[config.mk]
export PLATFORM = sky130hd
export DESIGN_NAME = stride_scheduler
export DESIGN_NICKNAME = d
export VERILOG_FILES = /design/src/rtl/core/ssch_pkg.sv /design/src/rtl/core/ssch_ram.sv /design/src/rtl/core/ssch_ctrl.sv /design/src/rtl/core/ssch_dp.sv /design/src/rtl/core/stride_scheduler.sv
export SDC_FILE = /design/constraint.sdc
export NUM_CORES = 2
export LEC_CHECK = 0
export BUFFER_PORTS_ARGS = -buffer_cell sky130_fd_sc_hd__buf_2
export CORE_MARGIN = 10
export CORE_UTILIZATION = 45
export DETAILED_ROUTE_END_ITERATION = 6
export PLACE_DENSITY = 0.68
export SLEW_MARGIN = 20
export SYNTH_ARGS = -nofsm -noshare
export SYNTH_HDL_FRONTEND = slang
export SYNTH_SLANG_ARGS = --single-unit
export TNS_END_PERCENT = 5
[constraint.sdc]
create_clock -name clk -period 15.55 [get_ports clk]
set_clock_uncertainty 0.15 [all_clocks]
set_input_delay 0.7775 -clock clk [delete_from_list [all_inputs] [get_ports clk]]
set_output_delay 0.7775 -clock clk [all_outputs]
set_load 0.05 [all_outputs]
[src/rtl/core/ssch_pkg.sv]
// ----------------------------------------------------------------------------
// ssch_pkg - shared types and constants of the stride scheduler
// operation and status codes, slot record, controller states and the
// command and status groups between controller and datapath
// ----------------------------------------------------------------------------
package ssch_pkg;

	localparam int PRIO_W = 16;
	localparam int QNT_W  = 16;
	localparam int DONE_W = 16;
	localparam int ID_W   = 7;
	localparam int PROD_W = DONE_W + 1 + PRIO_W;

	typedef enum logic [1:0] {
		OP_ADD   = 2'd0,
		OP_TICK  = 2'd1,
		OP_CLEAR = 2'd2
	} op_t;

	typedef enum logic [1:0] {
		ST_OK    = 2'd0,
		ST_FULL  = 2'd1,
		ST_BAD   = 2'd2,
		ST_EMPTY = 2'd3
	} status_t;

	// one table entry as held in the slot memory
	typedef struct packed {
		logic [DONE_W-1:0] done;
		logic [QNT_W-1:0]  quanta;
		logic [PRIO_W-1:0] prio;
	} slot_t;

	typedef enum logic [2:0] {
		S_IDLE,
		S_SCAN,
		S_DRAIN,
		S_UPDATE,
		S_DONE
	} fsm_t;

	// controller to datapath
	typedef struct packed {
		logic accept;
		logic scan_step;
		logic update;
		logic load_out;
	} ctrl_cmd_t;

	// datapath to controller
	typedef struct packed {
		logic scan_last;
		logic out_free;
	} dp_status_t;

endpackage

[src/rtl/core/ssch_ram.sv]
// ----------------------------------------------------------------------------
// ssch_ram - generic single write, single read memory
// one write port, one read port with registered read data
// ----------------------------------------------------------------------------
module ssch_ram #(
	parameter int WIDTH = 48,
	parameter int DEPTH = 16
) (
	input  logic                     clk,
	input  logic                     we,
	input  logic [$clog2(DEPTH)-1:0] waddr,
	input  logic [WIDTH-1:0]         wdata,
	input  logic [$clog2(DEPTH)-1:0] raddr,
	output logic [WIDTH-1:0]         rdata
);

	logic [WIDTH-1:0] mem_q [DEPTH];

	always_ff @(posedge clk) begin
		if (we) begin
			mem_q[waddr] <= wdata;
		end
		rdata <= mem_q[raddr];
	end

endmodule

[src/rtl/core/ssch_ctrl.sv]
// ----------------------------------------------------------------------------
// ssch_ctrl - stride scheduler controller
// sequences accept, slot scan, slot update and result hand-off
// ----------------------------------------------------------------------------
module ssch_ctrl (
	input  logic                 clk,
	input  logic                 arst_n,
	input  logic                 in_valid,
	output logic                 in_ready,
	input  logic [1:0]           operation,
	input  ssch_pkg::dp_status_t dp_status,
	output ssch_pkg::ctrl_cmd_t  cmd
);

	ssch_pkg::fsm_t state_q, state_d;

	always_ff @(posedge clk or negedge arst_n) begin
		if (!arst_n) begin
			state_q <= ssch_pkg::S_IDLE;
		end else begin
			state_q <= state_d;
		end
	end

	always_comb begin
		state_d       = state_q;
		cmd           = '0;
		in_ready      = 1'b0;
		unique case (state_q)
			ssch_pkg::S_IDLE: begin
				in_ready = 1'b1;
				if (in_valid) begin
					cmd.accept = 1'b1;
					if (ssch_pkg::op_t'(operation) == ssch_pkg::OP_TICK) begin
						state_d = ssch_pkg::S_SCAN;
					end else begin
						state_d = ssch_pkg::S_DONE;
					end
				end
			end
			ssch_pkg::S_SCAN: begin
				cmd.scan_step = 1'b1;
				if (dp_status.scan_last) begin
					state_d = ssch_pkg::S_DRAIN;
				end
			end
			// last read data is compared here
			ssch_pkg::S_DRAIN: begin
				state_d = ssch_pkg::S_UPDATE;
			end
			ssch_pkg::S_UPDATE: begin
				cmd.update = 1'b1;
				state_d    = ssch_pkg::S_DONE;
			end
			ssch_pkg::S_DONE: begin
				if (dp_status.out_free) begin
					cmd.load_out = 1'b1;
					state_d      = ssch_pkg::S_IDLE;
				end
			end
			default: begin
				state_d = ssch_pkg::S_IDLE;
			end
		endcase
	end

endmodule

[src/rtl/core/ssch_dp.sv]
// ----------------------------------------------------------------------------
// ssch_dp - stride scheduler datapath
// slot memory, live flags, scan comparator, result and output registers
// ----------------------------------------------------------------------------
module ssch_dp #(
	parameter int MAX_PROCS = 16
) (
	input  logic                          clk,
	input  logic                          arst_n,
	input  ssch_pkg::ctrl_cmd_t           cmd,
	output ssch_pkg::dp_status_t          dp_status,
	input  logic [1:0]                    operation,
	input  logic [ssch_pkg::PRIO_W-1:0]   priority_req,
	input  logic [ssch_pkg::QNT_W-1:0]    quanta,
	output logic                          out_valid,
	input  logic                          out_ready,
	output logic [ssch_pkg::ID_W-1:0]     out_id,
	output logic [1:0]                    out_status,
	output logic                          out_finished
);

	localparam int IDX_W = $clog2(MAX_PROCS);
	localparam int CNT_W = $clog2(MAX_PROCS + 1);
	localparam int PW    = ssch_pkg::PROD_W;

	// slot memory ports
	logic                 ram_we;
	logic [IDX_W-1:0]     ram_waddr;
	ssch_pkg::slot_t      ram_wdata;
	ssch_pkg::slot_t      ram_rdata;

	logic [MAX_PROCS-1:0] live_q;
	logic [CNT_W-1:0]     loaded_q;

	logic [IDX_W-1:0]     rd_idx_q;
	logic                 rd_vld_s1;
	logic [IDX_W-1:0]     idx_s1;

	logic                          found_q;
	logic [IDX_W-1:0]              best_idx_q;
	ssch_pkg::slot_t               best_q;

	logic [ssch_pkg::ID_W-1:0]     res_id_q;
	ssch_pkg::status_t             res_status_q;
	logic                          res_fin_q;

	logic                          add_ok;
	logic                          is_tick;
	logic [PW-1:0]                 lhs, rhs;
	logic                          runs_first;
	logic                          take;
	logic [ssch_pkg::DONE_W-1:0]   new_done;
	logic                          fin_now;

	ssch_ram #(
		.WIDTH ($bits(ssch_pkg::slot_t)),
		.DEPTH (MAX_PROCS)
	) u_slots (
		.clk   (clk),
		.we    (ram_we),
		.waddr (ram_waddr),
		.wdata (ram_wdata),
		.raddr (rd_idx_q),
		.rdata (ram_rdata)
	);

	assign is_tick = ssch_pkg::op_t'(operation) == ssch_pkg::OP_TICK;
	assign add_ok  = (ssch_pkg::op_t'(operation) == ssch_pkg::OP_ADD) &&
	                 (priority_req != '0) && (quanta != '0) &&
	                 (loaded_q < CNT_W'(MAX_PROCS));

	// exact pass compare: (done_c+1)*prio_b against (done_b+1)*prio_c
	assign lhs        = (PW'(ram_rdata.done) + PW'(1)) * PW'(best_q.prio);
	assign rhs        = (PW'(best_q.done) + PW'(1)) * PW'(ram_rdata.prio);
	assign runs_first = (lhs < rhs) || ((lhs == rhs) && (ram_rdata.prio > best_q.prio));
	assign take       = rd_vld_s1 && live_q[idx_s1] && (!found_q || runs_first);

	assign new_done = best_q.done + ssch_pkg::DONE_W'(1);
	assign fin_now  = new_done >= best_q.quanta;

	always_comb begin
		ram_we    = 1'b0;
		ram_waddr = best_idx_q;
		ram_wdata = '{done: new_done, quanta: best_q.quanta, prio: best_q.prio};
		if (cmd.accept && add_ok) begin
			ram_we    = 1'b1;
			ram_waddr = loaded_q[IDX_W-1:0];
			ram_wdata = '{done: '0, quanta: quanta, prio: priority_req};
		end else if (cmd.update && found_q) begin
			ram_we = 1'b1;
		end
	end

	assign dp_status.scan_last = rd_idx_q == IDX_W'(MAX_PROCS - 1);
	assign dp_status.out_free  = !out_valid || out_ready;

	// table bookkeeping
	always_ff @(posedge clk or negedge arst_n) begin
		if (!arst_n) begin
			live_q   <= '0;
			loaded_q <= '0;
		end else if (cmd.accept) begin
			if (ssch_pkg::op_t'(operation) == ssch_pkg::OP_CLEAR) begin
				live_q   <= '0;
				loaded_q <= '0;
			end else if (add_ok) begin
				live_q[loaded_q[IDX_W-1:0]] <= 1'b1;
				loaded_q                    <= loaded_q + CNT_W'(1);
			end
		end else if (cmd.update && found_q && fin_now) begin
			live_q[best_idx_q] <= 1'b0;
		end
	end

	// scan address and read pipeline
	always_ff @(posedge clk or negedge arst_n) begin
		if (!arst_n) begin
			rd_idx_q  <= '0;
			rd_vld_s1 <= 1'b0;
			found_q   <= 1'b0;
		end else begin
			rd_vld_s1 <= cmd.scan_step;
			if (cmd.accept && is_tick) begin
				rd_idx_q <= '0;
				found_q  <= 1'b0;
			end else begin
				if (cmd.scan_step && !dp_status.scan_last) begin
					rd_idx_q <= rd_idx_q + IDX_W'(1);
				end
				if (take) begin
					found_q <= 1'b1;
				end
			end
		end
	end

	always_ff @(posedge clk) begin
		idx_s1 <= rd_idx_q;
		if (take) begin
			best_idx_q <= idx_s1;
			best_q     <= ram_rdata;
		end
	end

	// result of the item in hand
	always_ff @(posedge clk or negedge arst_n) begin
		if (!arst_n) begin
			res_id_q     <= '0;
			res_status_q <= ssch_pkg::ST_OK;
			res_fin_q    <= 1'b0;
		end else if (cmd.accept) begin
			res_id_q     <= '0;
			res_fin_q    <= 1'b0;
			res_status_q <= ssch_pkg::ST_OK;
			case (ssch_pkg::op_t'(operation)) inside
				ssch_pkg::OP_ADD: begin
					if (priority_req == '0 || quanta == '0) begin
						res_status_q <= ssch_pkg::ST_BAD;
					end else if (!add_ok) begin
						res_status_q <= ssch_pkg::ST_FULL;
					end else begin
						res_id_q <= ssch_pkg::ID_W'(loaded_q) + ssch_pkg::ID_W'(1);
					end
				end
				ssch_pkg::OP_TICK, ssch_pkg::OP_CLEAR: begin
					res_status_q <= ssch_pkg::ST_OK;
				end
				default: begin
					res_status_q <= ssch_pkg::ST_BAD;
				end
			endcase
		end else if (cmd.update) begin
			if (found_q) begin
				res_id_q     <= ssch_pkg::ID_W'(best_idx_q) + ssch_pkg::ID_W'(1);
				res_status_q <= ssch_pkg::ST_OK;
				res_fin_q    <= fin_now;
			end else begin
				res_id_q     <= '0;
				res_status_q <= ssch_pkg::ST_EMPTY;
				res_fin_q    <= 1'b0;
			end
		end
	end

	// output register
	always_ff @(posedge clk or negedge arst_n) begin
		if (!arst_n) begin
			out_valid <= 1'b0;
		end else if (cmd.load_out) begin
			out_valid <= 1'b1;
		end else if (out_ready) begin
			out_valid <= 1'b0;
		end
	end

	always_ff @(posedge clk) begin
		if (cmd.load_out) begin
			out_id       <= res_id_q;
			out_status   <= res_status_q;
			out_finished <= res_fin_q;
		end
	end

endmodule

[src/rtl/core/stride_scheduler.sv]
// ----------------------------------------------------------------------------
// stride_scheduler - stride scheduler over a table of process slots
// add, tick and clear items in; one result item out per input item
// ----------------------------------------------------------------------------
//
//  channel   direction  tdata                           tuser
//  s_axis    in         [15:0] priority_req,            [1:0] operation
//                       [31:16] quanta
//  m_axis    out        [6:0] process_id, [8:7] status, -
//                       [9] finished, [15:10] zero
//
//  add, clear and unused codes go from accept straight to the result hand-off
//  a tick does one slot memory read and one cross-multiply compare per
//  slot, then writes back the winner
//  arst_n clears the live flags and the load count at once, no sweep
//  one item at a time; the next item is taken while the result waits
//  for m_axis_tready in the output register
//
module stride_scheduler #(
	parameter int MAX_PROCS = 16
) (
	input  logic        clk,
	input  logic        arst_n,

	input  logic        s_axis_tvalid,
	output logic        s_axis_tready,
	input  logic [31:0] s_axis_tdata,   // priority_req [15:0], quanta [31:16]
	input  logic [1:0]  s_axis_tuser,   // operation [1:0]

	output logic        m_axis_tvalid,
	input  logic        m_axis_tready,
	output logic [15:0] m_axis_tdata    // process_id [6:0], status [8:7], finished [9]
);

	ssch_pkg::ctrl_cmd_t  cmd;
	ssch_pkg::dp_status_t dp_status;

	logic [ssch_pkg::ID_W-1:0] out_id;
	logic [1:0]                out_status;
	logic                      out_finished;

	// sequencer: accept, scan over the slots, update, hand-off
	ssch_ctrl u_ctrl (
		.clk       (clk),
		.arst_n    (arst_n),
		.in_valid  (s_axis_tvalid),
		.in_ready  (s_axis_tready),
		.operation (s_axis_tuser),
		.dp_status (dp_status),
		.cmd       (cmd)
	);

	// slot table, comparator and output register
	ssch_dp #(
		.MAX_PROCS (MAX_PROCS)
	) u_dp (
		.clk          (clk),
		.arst_n       (arst_n),
		.cmd          (cmd),
		.dp_status    (dp_status),
		.operation    (s_axis_tuser),
		.priority_req (s_axis_tdata[15:0]),
		.quanta       (s_axis_tdata[31:16]),
		.out_valid    (m_axis_tvalid),
		.out_ready    (m_axis_tready),
		.out_id       (out_id),
		.out_status   (out_status),
		.out_finished (out_finished)
	);

	// packed result item, zero padded to whole bytes
	assign m_axis_tdata = {6'b0, out_finished, out_status, out_id};

	// one item in hand at a time: no accept straight after an accept
	assert property (@(posedge clk) disable iff (!arst_n)
		s_axis_tvalid && s_axis_tready |=> !s_axis_tready)
		else $error("input taken while an item is in hand");

	// a failing result (empty table, bad argument or table full) carries no id
	assert property (@(posedge clk) disable iff (!arst_n)
		m_axis_tvalid && (out_status == ssch_pkg::ST_EMPTY || out_status == ssch_pkg::ST_BAD
		|| out_status == ssch_pkg::ST_FULL) |-> out_id == '0)
		else $error("id given with a failing status");

	// a finished process always comes with a good status and a real id
	assert property (@(posedge clk) disable iff (!arst_n)
		m_axis_tvalid && out_finished |-> out_status == ssch_pkg::ST_OK && out_id != '0)
		else $error("finished flag on a result with no process");

	// ids never go past the table size
	assert property (@(posedge clk) disable iff (!arst_n)
		m_axis_tvalid |-> out_id <= ssch_pkg::ID_W'(MAX_PROCS))
		else $error("process id beyond the table");

endmodule

==> results.toml <==
[detailed_routing]
viasPerCell = 5.58
drt_iter0_drc = 3087
vias = 31500
wl_per_cell_um = 23.6
drt-pass1-iter-count = 5
drc = 0
routed_wl_um = 133000
final_antenna_net_count = 0

[clock_tree]
cts_buffer_depth = 3
cts_made_buffers = 81
hold_buffers = 0
cts_tree = "yes"
cts.sink_count = 921
post_cts_resized = 0
root_buffer = "clkbuf_16"
clkLatencyLatePin_ps = 650
path_clk_slew_ps = 70
postCtsSetupBuffers = 0
h-tree-depth = 3

[floorplanning]
start_util_pct = 45.4
chipHeight_um = 368
num_rows = 127
fp.coreArea_sq_um = 120000
fp.dieW_um = 368
die_area_sq_um = 135000
ios = 56

[global_route]
overflow = 0
grt_pass1_wl_um = 205000
grt_max_degree = 139
grt_usage_pct = 19.6
first_global_vias = 33100
grt_antenna_before_repair = 5

[finish]
final_util_pct = 50.0
nFillCells = 10000
area_growth_pct = 10.1
nets = 4712
drive_gt1_share_pct = 14.2
fin_area_sq_um = 59900

[placement]
gp_congestion = 0.873
dpl-instance-area_sq_um = 57200
port_buffers = 48
place_ws_ps = 4820
hpwl_um = 84200

[synth]
syn-cell-area_sq_um = 54400
avgSynthCellArea_sq_um = 14.0
synth.most_common_cell = "edfxtp_1"
synth-seq-cells = 921
synth_warnings = 0
ys_types = 71
ys_async_sr_fraction_pct = 4.34
synth-edff-count = 829
synth_top_cell_by_area = "edfxtp_1"
synthCells = 3892
yosysSeqAreaShare_pct = 49.5
synth_flop_cell = "edfxtp_1"
yosys-top-cells-count = "edfxtp_1 (829), inv_1 (536), fa_1 (416)"
synth_top_area_share_pct = 45.7
synth_area_leaders = "edfxtp_1 (46%), fa_1 (15%), mux4_2 (10%)"

[sta]
slew_headroom_pct = 26.7
slew_viol_final = 0
tightest_slew_ps = 1100
grt_setup_unrepaired = "no"
finalHoldViolCount = 0
setup_violations = 0
post-route-period-util_pct = 69.5
max_freq_ghz = 0.0925
period_needed_ps = 10810
setup_tns_ps = 0
setup_slack_ps = 4740

[critical_path]
cp.arrival_ps = 10890
critical_path_class = "flip-flop to flip-flop"
crit_required_ps = 15640
crit_top_cell = "fa_1"
path_buf_inv = 5
critPathCaptureType = "flip-flop"
critPathMaxFanout = 52
slowest_stage = "buf_4"
start_kind = "flip-flop"
crit_path_max_incr_delay_ps = 680
path_delay_family = "adder cells"

[status]
status = "completed"

[job]
cap_violations = 0

[hold_path]
hold_path.class = "primary input to async pin"
[worst reg2reg max path, delay by kind of cell (launching register included)]
| kind | cells | cell delay (ps) |
|---|---|---|
| buffers and inverters | 5 | 1160 |
| DFF | 1 | 440 |
| and+or+nand+nor | 12 | 2840 |
| AOI/OAI and AO/OA | 7 | 1730 |
| xor gates and xnor gates | 2 | 300 |
| adders and majority gates | 8 | 3730 |
[metrics by stage]
step	cells	hold slack (ps)
detailed placement	5498	239
floorplan	3898	195
CTS	5646	125
global placement	5498	237
finish	5648	112
global route	5648	186
[kinds of logic (layout without fill, tap and decap cells)]
kind of cell	Yosys count	in the layout	share of synthesized area [%]
buffers and inverters	699	835	4.93
muxes	247	247	10.2
AOI/OAI and AO/OA	331	331	4.01
other	1	9	0.00689
adders and majority gates	705	705	21.9
xor gates and xnor gates	88	88	1.42
and+or+nand+nor	900	900	8.01
DFF	921	921	49.5
[state kept, by name (all words and copies together), names as in the netlist, 2 cells and up]
signal	count
u_dp.out_id	6
u_dp.best_q	48
u_dp.live_q	16
u_dp.rd_idx_q	4
u_dp.loaded_q	5
u_dp.idx_s1	4
u_dp.out_status	2
u_dp.res_status_q	2
u_dp.best_idx_q	4
u_dp.res_id_q	6
u_dp.u_slots.rdata	48
u_ctrl.state_q	3
u_dp.u_slots.mem_q	768
[worst paths after layout]
| check | startpoint | endpoint | slack, ps | cells past startpoint |
|---|---|---|---|---|
| setup reg to reg | u_dp.u_slots.rdata[34] | u_dp.best_q[20] | 4740 | 34 |
| max in group asynchronous | arst_n | u_dp.rd_idx_q[2] | 14490 | 1 |
| hold reg to reg | u_dp.u_slots.rdata[20] | u_dp.best_q[20] | 250 | 0 |
| hold / removal | arst_n | u_dp.rd_idx_q[1] | 110 | 1 |
| min in group clk | u_dp.u_slots.rdata[20] | u_dp.best_q[20] | 250 | 0 |
| setup / recovery | u_dp.u_slots.rdata[34] | u_dp.best_q[20] | 4740 | 34 |
[final cells by class]
type / count / area, sq um / area share [%]
diodes: 2 / 5.00 / 0.00835
well taps: 1612 / 2020 / 3.37
clock buffers: 102 / 2220 / 3.70
repair buffers: 151 / 1040 / 1.73
clock inverters: 46 / 502 / 0.837
inverters: 536 / 2010 / 3.36
multi-input cells: 2278 / 25200 / 42.0
flip-flops and latches: 921 / 27000 / 45.0
[cells in the final DEF (no fill, tap or decap), drive strengths merged, types with 12 or more instances in the layout]
cell	count
clkbuf	102
dfxtp	52
nand2	399
a21oi	73
or3	12
and3	20
nor2	90
nand3	46
a21o	55
xor2	38
o21a	18
nor3	29
ha	289
buf	151
xnor2	50
o21ai	74
nand2b	21
o22ai	16
inv	541
nand4	27
and2	207
a31oi	21
dfrtp	40
clkinv	28
nor2b	23
edfxtp	829
mux4	245
fa	416
[metal layers]
layer / GRT usage, % / vias up / part of all wire, %
met3: 2.50 / 237 / 6.2
met4: 6.12 / 4 / 2.9
met1: 25.8 / 16400 / 40
met2: 33.9 / 1119 / 51
met5: 0 / - / 0.026
li1: - / 13800 / -
Power is not shown: default switching activity piles up to over one toggle a cycle in this logic, so the estimate is an artifact.
